<file path="src/rtl/core/frwm_pkg.sv">
`timescale 1ns / 1ps
// ----------------------------------------------------------------------------
// Frame rate window monitor package
// Shared widths, register indexes, arithmetic constants and the command and
// status bundles passed between the controller and the datapath.
// ----------------------------------------------------------------------------
package frwm_pkg;

  // Configuration port.
  localparam int CFG_INDEX_W = 2;
  localparam int CFG_DATA_W  = 10;

  localparam logic [CFG_INDEX_W-1:0] REG_TARGET_FPS    = 2'd0;
  localparam logic [CFG_INDEX_W-1:0] REG_WINDOW_LENGTH = 2'd1;
  localparam logic [CFG_INDEX_W-1:0] REG_MIN_TILES     = 2'd2;
  localparam logic [CFG_INDEX_W-1:0] REG_MAX_TILES     = 2'd3;

  // Register widths and reset values.
  localparam int TARGET_W = 10;
  localparam int WLEN_W   = 7;
  localparam int TILES_W  = 10;

  localparam logic [TARGET_W-1:0] TARGET_FPS_RESET    = 10'd60;
  localparam logic [WLEN_W-1:0]   WINDOW_LENGTH_RESET = 7'd64;
  localparam logic [TILES_W-1:0]  MIN_TILES_RESET     = 10'd1;
  localparam logic [TILES_W-1:0]  MAX_TILES_RESET     = 10'd8;

  // Rate result: unsigned Q8 frames per second.
  localparam int RATE_W = 28;
  localparam logic [RATE_W-1:0] RATE_MAX   = '1;
  localparam logic [RATE_W-1:0] RATE_SCALE = 28'd256000000;  // 1e6 us * 256

  // Band thresholds against the target, in Q8. The top band is 0.92 of the
  // target, compared as 25 * rate >= 23 * 256 * target.
  localparam int TOP_BAND_DIV  = 25;
  localparam int TOP_BAND_MUL  = 5888;
  localparam int LOW_BAND_MUL  = 192;
  localparam int CRIT_BAND_MUL = 128;

  // Tile budget scaling: round(max * 0.66) and round(max * 0.33), computed as
  // (max * k + 50) / 100. The divide by 100 is a multiply by a reciprocal
  // that is exact for every product below 2^17.
  localparam int TILE_PROD_W    = 17;
  localparam int TILE_HIGH_MUL  = 66;
  localparam int TILE_MID_MUL   = 33;
  localparam int TILE_ROUND     = 50;
  localparam int TILE_RECIP_W   = 18;
  localparam int TILE_RECIP     = 167773;  // ceil(2^24 / 100)
  localparam int TILE_SHIFT     = 24;

  typedef struct packed {
    logic capture;    // latch the sample, decide the drop, read the oldest slot
    logic update;     // write the sample and update count and total
    logic scale;      // form count * 256e6
    logic check;      // load the divider and the tile products
    logic div_step;   // one restoring division step
    logic rate;       // register the rate and the scaled tile budgets
    logic load_out;   // compute flags and budget into the result register
  } frwm_cmd_t;

  typedef struct packed {
    logic saturate;   // zero total or quotient does not fit the rate field
  } frwm_status_t;

endpackage

</file>
<file path="src/rtl/core/frwm_ctrl.sv">
`timescale 1ns / 1ps
// ----------------------------------------------------------------------------
// Frame rate window monitor controller
// Sequences one item through window update, scaling, division and banding,
// and owns the input stall and the result valid.
// ----------------------------------------------------------------------------
module frwm_ctrl (
  input  logic                   clk,
  input  logic                   rst,
  input  logic                   in_valid,
  output logic                   in_stall,
  output logic                   out_valid,
  input  logic                   out_stall,
  input  frwm_pkg::frwm_status_t status,
  output frwm_pkg::frwm_cmd_t    cmd
);

  localparam int CNT_W = $clog2(frwm_pkg::RATE_W);
  localparam logic [CNT_W-1:0] DIV_LAST = CNT_W'(frwm_pkg::RATE_W - 1);

  typedef enum logic [2:0] {
    S_IDLE,
    S_UPDATE,
    S_SCALE,
    S_CHECK,
    S_DIV,
    S_RATE,
    S_FINISH
  } state_t;

  state_t           state;
  logic [CNT_W-1:0] div_cnt;
  logic             accept;
  logic             out_free;

  assign accept   = (state == S_IDLE) && in_valid && !in_stall;
  assign out_free = !out_valid || !out_stall;

  always_comb begin
    cmd          = '0;
    cmd.capture  = accept;
    cmd.update   = (state == S_UPDATE);
    cmd.scale    = (state == S_SCALE);
    cmd.check    = (state == S_CHECK);
    cmd.div_step = (state == S_DIV);
    cmd.rate     = (state == S_RATE);
    cmd.load_out = (state == S_FINISH) && out_free;
  end

  always_ff @(posedge clk) begin
    if (rst) begin
      state     <= S_IDLE;
      div_cnt   <= '0;
      in_stall  <= 1'b0;
      out_valid <= 1'b0;
    end else begin
      if (cmd.load_out) begin
        out_valid <= 1'b1;
      end else if (!out_stall) begin
        out_valid <= 1'b0;
      end

      case (state)
        S_IDLE: begin
          if (accept) begin
            in_stall <= 1'b1;
            state    <= S_UPDATE;
          end
        end
        S_UPDATE: begin
          state <= S_SCALE;
        end
        S_SCALE: begin
          state <= S_CHECK;
        end
        S_CHECK: begin
          div_cnt <= '0;
          if (status.saturate) begin
            state <= S_RATE;
          end else begin
            state <= S_DIV;
          end
        end
        S_DIV: begin
          div_cnt <= div_cnt + 1'b1;
          if (div_cnt == DIV_LAST) begin
            state <= S_RATE;
          end
        end
        S_RATE: begin
          state <= S_FINISH;
        end
        S_FINISH: begin
          if (out_free) begin
            in_stall <= 1'b0;
            state    <= S_IDLE;
          end
        end
        default: begin
          state <= S_IDLE;
        end
      endcase
    end
  end

endmodule

</file>
<file path="src/rtl/core/frwm_datapath.sv">
`timescale 1ns / 1ps
// ----------------------------------------------------------------------------
// Frame rate window monitor datapath
// Sample ring memory, running total, configuration registers, restoring
// divider for the rate and the band and tile budget logic.
// ----------------------------------------------------------------------------
module frwm_datapath #(
  parameter int WINDOW_MAX  = 64,
  parameter int SAMPLE_BITS = 20
) (
  input  logic                                 clk,
  input  logic                                 rst,
  input  frwm_pkg::frwm_cmd_t                  cmd,
  output frwm_pkg::frwm_status_t               status,
  input  logic                                 cfg_we,
  input  logic [frwm_pkg::CFG_INDEX_W-1:0]     cfg_index,
  input  logic [frwm_pkg::CFG_DATA_W-1:0]      cfg_data,
  input  logic [SAMPLE_BITS-1:0]               frame_time_us,
  output logic [frwm_pkg::RATE_W-1:0]          rate_fps_q8,
  output logic                                 rate_low,
  output logic                                 rate_critical,
  output logic [frwm_pkg::TILES_W-1:0]         tile_budget
);

  localparam int RATE_W = frwm_pkg::RATE_W;
  localparam int TILES_W = frwm_pkg::TILES_W;
  localparam int AW = (WINDOW_MAX > 1) ? $clog2(WINDOW_MAX) : 1;
  localparam int CW = $clog2(WINDOW_MAX + 1);
  localparam int TW = SAMPLE_BITS + AW;
  localparam int NW = CW + RATE_W;
  localparam int SW = CW + 1;
  localparam int LW = (CW > frwm_pkg::WLEN_W) ? CW : frwm_pkg::WLEN_W;
  localparam int R25_W = RATE_W + 5;
  localparam int TILE_QW = frwm_pkg::TILE_PROD_W + frwm_pkg::TILE_RECIP_W;

  // Configuration registers.
  logic [frwm_pkg::TARGET_W-1:0] target_fps;
  logic [frwm_pkg::WLEN_W-1:0]   window_length;
  logic [TILES_W-1:0]            min_tiles;
  logic [TILES_W-1:0]            max_tiles;

  // Window state.
  logic [SAMPLE_BITS-1:0] sample_store [WINDOW_MAX];
  logic [AW-1:0]          oldest_slot;
  logic [CW-1:0]          sample_count;
  logic [TW-1:0]          running_total;

  // Per-item working registers.
  logic [SAMPLE_BITS-1:0]         sample;
  logic                           drop;
  logic [SAMPLE_BITS-1:0]         rd_data;
  logic [NW-1:0]                  num;
  logic [TW-1:0]                  rem;
  logic [RATE_W-1:0]              quo;
  logic                           sat;
  logic [frwm_pkg::TILE_PROD_W-1:0] p_high;
  logic [frwm_pkg::TILE_PROD_W-1:0] p_mid;
  logic [RATE_W-1:0]              rate;
  logic [TILES_W-1:0]             s_high;
  logic [TILES_W-1:0]             s_mid;

  // Combinational helpers.
  logic [LW-1:0]      eff_len;
  logic               drop_now;
  logic [SW-1:0]      slot_sum;
  logic [AW-1:0]      wr_addr;
  logic [AW-1:0]      oldest_inc;
  logic [TW-1:0]      total_next;
  logic               sat_now;
  logic [TW:0]        div_shift;
  logic [TW:0]        div_diff;
  logic [TILE_QW-1:0] q_high;
  logic [TILE_QW-1:0] q_mid;
  logic [R25_W-1:0]   r25;
  logic [R25_W-1:0]   t_top;
  logic [RATE_W-1:0]  t_low;
  logic [RATE_W-1:0]  t_crit;
  logic               ge_top;
  logic               ge_low;
  logic               ge_crit;
  logic [TILES_W-1:0] budget;

  always_ff @(posedge clk) begin
    if (rst) begin
      target_fps    <= frwm_pkg::TARGET_FPS_RESET;
      window_length <= frwm_pkg::WINDOW_LENGTH_RESET;
      min_tiles     <= frwm_pkg::MIN_TILES_RESET;
      max_tiles     <= frwm_pkg::MAX_TILES_RESET;
    end else if (cfg_we) begin
      case (cfg_index)
        frwm_pkg::REG_TARGET_FPS:    target_fps    <= cfg_data[frwm_pkg::TARGET_W-1:0];
        frwm_pkg::REG_WINDOW_LENGTH: window_length <= cfg_data[frwm_pkg::WLEN_W-1:0];
        frwm_pkg::REG_MIN_TILES:     min_tiles     <= cfg_data[TILES_W-1:0];
        frwm_pkg::REG_MAX_TILES:     max_tiles     <= cfg_data[TILES_W-1:0];
        default: begin
        end
      endcase
    end
  end

  // A zero length acts as one; a length above the ring acts as the ring size.
  always_comb begin
    if (window_length == '0) begin
      eff_len = LW'(1);
    end else if (LW'(window_length) > LW'(WINDOW_MAX)) begin
      eff_len = LW'(WINDOW_MAX);
    end else begin
      eff_len = LW'(window_length);
    end
  end

  assign drop_now = (sample_count != '0) && (LW'(sample_count) >= eff_len);

  // The new sample lands at oldest + count either way: a drop advances the
  // oldest slot and shortens the count by one.
  always_comb begin
    slot_sum = SW'(oldest_slot) + SW'(sample_count);
    if (slot_sum >= SW'(WINDOW_MAX)) begin
      slot_sum = slot_sum - SW'(WINDOW_MAX);
    end
    wr_addr = slot_sum[AW-1:0];
  end

  assign oldest_inc = (oldest_slot == AW'(WINDOW_MAX - 1)) ? '0 : oldest_slot + 1'b1;
  assign total_next = running_total - (drop ? TW'(rd_data) : '0) + TW'(sample);

  always_ff @(posedge clk) begin
    if (cmd.capture) begin
      rd_data <= sample_store[oldest_slot];
    end
    if (cmd.update) begin
      sample_store[wr_addr] <= sample;
    end
  end

  always_ff @(posedge clk) begin
    if (rst) begin
      oldest_slot   <= '0;
      sample_count  <= '0;
      running_total <= '0;
    end else if (cmd.update) begin
      running_total <= total_next;
      if (drop) begin
        oldest_slot <= oldest_inc;
      end else begin
        sample_count <= sample_count + 1'b1;
      end
    end
  end

  // The quotient fits the rate field only if the part of the numerator above
  // the rate width is below the total.
  assign sat_now = (running_total == '0) || (TW'(num[NW-1:RATE_W]) >= running_total);
  assign status.saturate = sat_now;

  assign div_shift = {rem, quo[RATE_W-1]};
  assign div_diff  = div_shift - {1'b0, running_total};

  assign q_high = TILE_QW'(p_high) * TILE_QW'(frwm_pkg::TILE_RECIP);
  assign q_mid  = TILE_QW'(p_mid) * TILE_QW'(frwm_pkg::TILE_RECIP);

  always_ff @(posedge clk) begin
    if (cmd.capture) begin
      sample <= frame_time_us;
      drop   <= drop_now;
    end
    if (cmd.scale) begin
      num <= NW'(sample_count) * NW'(frwm_pkg::RATE_SCALE);
    end
    if (cmd.check) begin
      sat    <= sat_now;
      rem    <= TW'(num[NW-1:RATE_W]);
      quo    <= num[RATE_W-1:0];
      p_high <= frwm_pkg::TILE_PROD_W'(max_tiles) * frwm_pkg::TILE_PROD_W'(frwm_pkg::TILE_HIGH_MUL)
                + frwm_pkg::TILE_PROD_W'(frwm_pkg::TILE_ROUND);
      p_mid  <= frwm_pkg::TILE_PROD_W'(max_tiles) * frwm_pkg::TILE_PROD_W'(frwm_pkg::TILE_MID_MUL)
                + frwm_pkg::TILE_PROD_W'(frwm_pkg::TILE_ROUND);
    end
    if (cmd.div_step) begin
      if (!div_diff[TW]) begin
        rem <= div_diff[TW-1:0];
        quo <= {quo[RATE_W-2:0], 1'b1};
      end else begin
        rem <= div_shift[TW-1:0];
        quo <= {quo[RATE_W-2:0], 1'b0};
      end
    end
    if (cmd.rate) begin
      rate   <= sat ? frwm_pkg::RATE_MAX : quo;
      s_high <= q_high[frwm_pkg::TILE_SHIFT +: TILES_W];
      s_mid  <= q_mid[frwm_pkg::TILE_SHIFT +: TILES_W];
    end
  end

  // Band decision on the final rate, then the min/max clamp.
  always_comb begin
    r25     = R25_W'(rate) * R25_W'(frwm_pkg::TOP_BAND_DIV);
    t_top   = R25_W'(target_fps) * R25_W'(frwm_pkg::TOP_BAND_MUL);
    t_low   = RATE_W'(target_fps) * RATE_W'(frwm_pkg::LOW_BAND_MUL);
    t_crit  = RATE_W'(target_fps) * RATE_W'(frwm_pkg::CRIT_BAND_MUL);
    ge_top  = (r25 >= t_top);
    ge_low  = (rate >= t_low);
    ge_crit = (rate >= t_crit);
    if (ge_top) begin
      budget = max_tiles;
    end else if (ge_low) begin
      budget = (s_high < min_tiles) ? min_tiles : s_high;
    end else if (ge_crit) begin
      budget = (s_mid < min_tiles) ? min_tiles : s_mid;
    end else begin
      budget = min_tiles;
    end
    if (budget < min_tiles) begin
      budget = min_tiles;
    end else if (!(budget < max_tiles)) begin
      budget = max_tiles;
    end
  end

  always_ff @(posedge clk) begin
    if (cmd.load_out) begin
      rate_fps_q8   <= rate;
      rate_low      <= !ge_low;
      rate_critical <= !ge_crit;
      tile_budget   <= budget;
    end
  end

endmodule

</file>
<file path="src/rtl/core/frame_rate_window_monitor.sv">
`timescale 1ns / 1ps
// ----------------------------------------------------------------------------
// Frame rate window monitor
// Moving average of frame durations over a ring window, reported as a Q8
// frame rate with low and critical flags and a recommended tile budget.
// ----------------------------------------------------------------------------
// Usage:
// Each input transfer carries one frame duration in microseconds. It enters
// the ring window, the oldest sample leaves when the window is full, and the
// block returns exactly one result transfer: the average rate in Q8 fps, two
// flags against the target rate and a tile budget for the next frame.
// Both data channels use valid and stall; a transfer happens when valid is
// high and stall is low. Configuration registers are written over a separate
// valid/ready channel that is always ready; write them only while idle.
// An item passes through the window update, scaling, the check, the 28 steps
// of the restoring divider, the rate register and the result load; with a zero
// total or an overflowing rate the divider is skipped. One item is in work at
// a time, so a new item is taken only after the previous result is loaded.
// The result sits in an output register, so a stalled receiver does not
// block the next input; the block only waits before loading a new result
// while the previous one is still held. Reset empties the window, zeroes the
// running total and restores the register defaults; the sample memory itself
// is not cleared and needs no clearing pass.
// ----------------------------------------------------------------------------
module frame_rate_window_monitor #(
  parameter int WINDOW_MAX  = 64,
  parameter int SAMPLE_BITS = 20
) (
  input  logic                             clk,
  input  logic                             rst,
  // Input item channel.
  input  logic                             in_valid,
  output logic                             in_stall,
  input  logic [SAMPLE_BITS-1:0]           frame_time_us,
  // Result channel.
  output logic                             out_valid,
  input  logic                             out_stall,
  output logic [frwm_pkg::RATE_W-1:0]      rate_fps_q8,
  output logic                             rate_low,
  output logic                             rate_critical,
  output logic [frwm_pkg::TILES_W-1:0]     tile_budget,
  // Configuration write channel.
  input  logic                             cfg_valid,
  output logic                             cfg_ready,
  input  logic [frwm_pkg::CFG_INDEX_W-1:0] cfg_index,
  input  logic [frwm_pkg::CFG_DATA_W-1:0]  cfg_data
);

  frwm_pkg::frwm_cmd_t    cmd;
  frwm_pkg::frwm_status_t status;

  // Registers take a write in any cycle; the controller never holds it off.
  assign cfg_ready = 1'b1;

  frwm_ctrl u_ctrl (
    .clk       (clk),
    .rst       (rst),
    .in_valid  (in_valid),
    .in_stall  (in_stall),
    .out_valid (out_valid),
    .out_stall (out_stall),
    .status    (status),
    .cmd       (cmd)
  );

  frwm_datapath #(
    .WINDOW_MAX  (WINDOW_MAX),
    .SAMPLE_BITS (SAMPLE_BITS)
  ) u_datapath (
    .clk           (clk),
    .rst           (rst),
    .cmd           (cmd),
    .status        (status),
    .cfg_we        (cfg_valid && cfg_ready),
    .cfg_index     (cfg_index),
    .cfg_data      (cfg_data),
    .frame_time_us (frame_time_us),
    .rate_fps_q8   (rate_fps_q8),
    .rate_low      (rate_low),
    .rate_critical (rate_critical),
    .tile_budget   (tile_budget)
  );

endmodule

</file>
<file path="config.mk">
export PLATFORM = sky130hd
export DESIGN_NAME = frame_rate_window_monitor
export DESIGN_NICKNAME = d
export VERILOG_FILES = /design/src/rtl/core/frwm_pkg.sv /design/src/rtl/core/frwm_ctrl.sv /design/src/rtl/core/frwm_datapath.sv /design/src/rtl/core/frame_rate_window_monitor.sv
export SDC_FILE = /design/constraint.sdc
export NUM_CORES = 2
export LEC_CHECK = 0
export ABC_AREA = 1
export BUFFER_PORTS_ARGS = -buffer_cell sky130_fd_sc_hd__buf_2
export CORE_ASPECT_RATIO = 1.1
export CORE_MARGIN = 2
export CORE_UTILIZATION = 64
export CTS_CLUSTER_DIAMETER = 150
export CTS_CLUSTER_SIZE = 40
export DETAILED_ROUTE_END_ITERATION = 10
export PLACE_DENSITY = 0.8
export SYNTH_ARGS = -nofsm -noshare
export SYNTH_HDL_FRONTEND = slang
export SYNTH_SLANG_ARGS = --single-unit
</file>
<file path="constraint.sdc">
create_clock -name clk -period 8.5 [get_ports clk]
set_input_delay 1.7 -clock clk [delete_from_list [all_inputs] [get_ports clk]]
set_output_delay 1.7 -clock clk [all_outputs]
set_load 0.05 [all_outputs]
</file>
==> results_dict.tcl <==
set metrics [dict create \
    leading_post_synthesis_cells_by_cell_area "edfxtp_1 54%, ha_1 9.4%, fa_1 6.5%, o21ai_0 5.0%, inv_1 4.1%" \
    critical_path_class "reg -> reg" \
    die_w_um 352 \
    worstHoldPathType "reg -> reg" \
    worst_slack_ns 1.43 \
    setup-tns-final_ns 0 \
    cts.root.buffer_cell "clkbuf_16" \
    synthesis.area_per_instance_um2 11.1 \
    run_status "complete, no violations" \
    clock_latency_ns 0.75 \
    maxClockFrequency_mhz 141 \
    wl_per_cell_um 23.5 \
    maximum_number_of_pins_on_one_net_before_global_route_repair 204 \
    synthArstFlopShare_pct 0 \
    syn-num-nets 8638 \
    dr_total_vias 58900 \
    drc 0 \
    max-clock-path-buffers 3 \
    dominantRegCellSynth "edfxtp_1" \
    synth.top_cells.by_count "1517 x edfxtp_1, 932 x inv_1, 914 x nor2_1, 856 x o21ai_0, 737 x nand2_1" \
    grt_pass1_vias 58700 \
    die_h_um 387 \
    cts_setup_buffers 0 \
    first_iter_violations 6835 \
    crit_path_top_delay_cell "dfxtp_1" \
    instances_no_fill 9429 \
    critical_path_arrival_ns 7.60 \
    placement_rows 140 \
    final_nets 8575 \
    synth_top_cell_area_share_pct 53.5 \
    clock_tree_from_tritoncts "yes" \
    syn2layout_area_growth_pct 4.64 \
    synthDominantAreaCellType "edfxtp_1" \
    number_of_synthesized_flops_with_an_enable_pin 1517 \
    cts_hold_buffers 0 \
    cts-buffers-inserted 46 \
    top_level_ports 80 \
    setup.worst_path.start_class "flip-flop" \
    numPlacedInstances 9352 \
    drt.antenna.violating_nets 0 \
    grt_util_all_layers_pct 32.6 \
    drv.max_cap_violation_count 0 \
    max_slew_margin_pct 10.7 \
    min_period_over_period_pct 83.2 \
    grt_remaining_overflow 0 \
    detail_route.first_pass.iterations 9 \
    antenna_found_initial 5 \
    synthesis.area_mm2 0.0851 \
    timing.final.crit_period_ns 7.07 \
    critPathRequiredTime_ns 9.03 \
    path_max_fanout 18 \
    critPathMaxStageDelay_ns 0.56 \
    post_cts_resized 0 \
    weighted_congestion_at_the_end_of_routability_driven_global_placement 0.970 \
    final_core_utilization_pct 67.4 \
    synth.most_common_cell "edfxtp_1" \
    worst_slew_pin_slew_ns 1.34 \
    pins_over_slew_limit 0 \
    synth_cell_types 62 \
    clk_transition_reported_paths_ns 0.16 \
    port-buffer-count 78 \
    dp_worst_setup_slack_ns 1.51 \
    worst_ir_drop_vdd_mv 0.313 \
    syn_inst 7688 \
    cts.sinks 1603 \
    finalWirelength_um 222000 \
    post_drt_via_cell_ratio 6.25 \
    leakage_power_uw 0.0348 \
    cts_htree_levels 2 \
    final.setup_skew_ns 0.0369 \
    initial_utilization_pct 64.4 \
    synth.yosys.seq_area_share_pct 55.5 \
    grt_first_pass_wirelength_um 336000 \
    die_area_mm2 0.136 \
    final-setup-viol-count 0 \
    final_layout_size_suffix_gt1_share_pct 4.94 \
    synth_warnings 0 \
    placeableCoreArea_mm2 0.132 \
    power_density_mw_per_mm2 280 \
    synth-seq-cells 1603 \
    critical_path.endpoint_type "flip-flop" \
    rsz0062_at_grt "no" \
    dpl.hpwl_um 146000 \
    timing.final.hold_violations 0 \
]
==> kinds of logic (layout without fill, tap and decap cells) <==
group / Yosys count / in the layout / synth area share, %
xor+xnor: 153 / 153 / 1.57
compound gates: 1706 / 1706 / 11.5
simple gates: 2058 / 2058 / 9.96
other cells: 1 / 4 / 0.00441
fa+ha+maj: 913 / 913 / 15.9
buf+inv: 1254 / 1217 / 5.56
flops: 1603 / 1603 / 55.5
==> worst paths after layout <==
kind | startpoint | end | slack, ns | cells past startpoint
setup / recovery | u_datapath.target_fps[7] | u_datapath.tile_budget[3] | 1.43 | 32
hold / removal | u_ctrl.div_cnt[3] | u_ctrl.div_cnt[3] | 0.50 | 2
setup reg to reg | u_datapath.target_fps[7] | u_datapath.tile_budget[3] | 1.43 | 32
hold reg to reg | u_ctrl.div_cnt[3] | u_ctrl.div_cnt[3] | 0.50 | 2
==> routing by layer <==
| metal | vias up | global-route usage, % | routed length [um] |
|---|---|---|---|
| met2 | 2894 | 54.5 | 108000 |
| li1 | 26800 | - | - |
| met1 | 28600 | 41.0 | 80900 |
| met4 | 4 | 18.8 | 14600 |
| met3 | 652 | 3.87 | 18100 |
| met5 | - | 0 | 27 |
==> power breakdown <==
group / switching (uW) / internal, uW
sequential: 234 / 9430
combinational: 7920 / 4070
clock: 2230 / 1050
total: 10400 / 14500
==> through the flow <==
step	hold slack [ns]	total power (uW)	instance area (um2)
2_1_floorplan	0.454	18300	85100
3_3_place_gp	0.465	21400	87700
3_5_place_dp	0.475	21700	87700
4_1_cts	0.494	24900	89100
5_1_grt	0.512	26700	89100
6_report	0.498	24900	89100
==> state kept, by name, indices dropped and copies added, names as in the netlist, 7 cells and up <==
| register | count |
|---|---|
| u_datapath.max_tiles | 10 |
| u_datapath.s_mid | 10 |
| u_datapath.sample | 20 |
| u_datapath.num | 21 |
| u_datapath.running_total | 26 |
| u_datapath.sample_count | 7 |
| u_datapath.s_high | 10 |
| u_datapath.rate_fps_q8 | 28 |
| u_datapath.p_mid | 16 |
| u_datapath.rem | 26 |
| u_datapath.window_length | 7 |
| u_datapath.sample_store | 1280 |
| u_datapath.p_high | 16 |
| u_datapath.quo | 28 |
| u_datapath.tile_budget | 10 |
| u_datapath.rd_data | 20 |
| u_datapath.rate | 28 |
| u_datapath.min_tiles | 10 |
| u_datapath.target_fps | 10 |
==> layout make-up <==
type / instances / area (um2)
Sequential cell: 1603 / 47300
Fill cell: 9692 / 43200
Multi-Input combinational cell: 4831 / 33300
Inverter: 944 / 3560
Tap cell: 1775 / 2220
Timing Repair Buffer: 199 / 1340
Clock buffer: 66 / 1230
Clock inverter: 8 / 108
Antenna cell: 3 / 7.51
==> layout by cell type, fill, tap and decap left out, types with 19 or more instances in the layout <==
cell,n
nand2_1,735
o211ai_1,64
nand4_1,80
dfxtp_1,82
o221ai_1,130
edfxtp_1,1517
xnor2_1,49
xor2_1,104
nor4_1,19
o21ai_0,856
buf_4,118
clkbuf_16,46
o22ai_1,198
clkbuf_1,20
buf_2,78
nand3_1,216
a31oi_1,40
ha_1,637
nor2_2,74
inv_1,929
nor2_1,847
nor3_1,44
a21oi_1,317
fa_1,276
==> worst max-delay path: cells and delay by family (launching register included) <==
kind                     cells  cell delay, ns
adder cells (fa/ha/maj)      6            2.25
AND/OR/NAND/NOR             14            1.96
AO/OA/AOI/OAI                8            1.66
flip-flops                   1            0.56
buffers and inverters        3            0.23
XOR/XNOR                     1            0.18
Power figures use the tool's default switching activity.
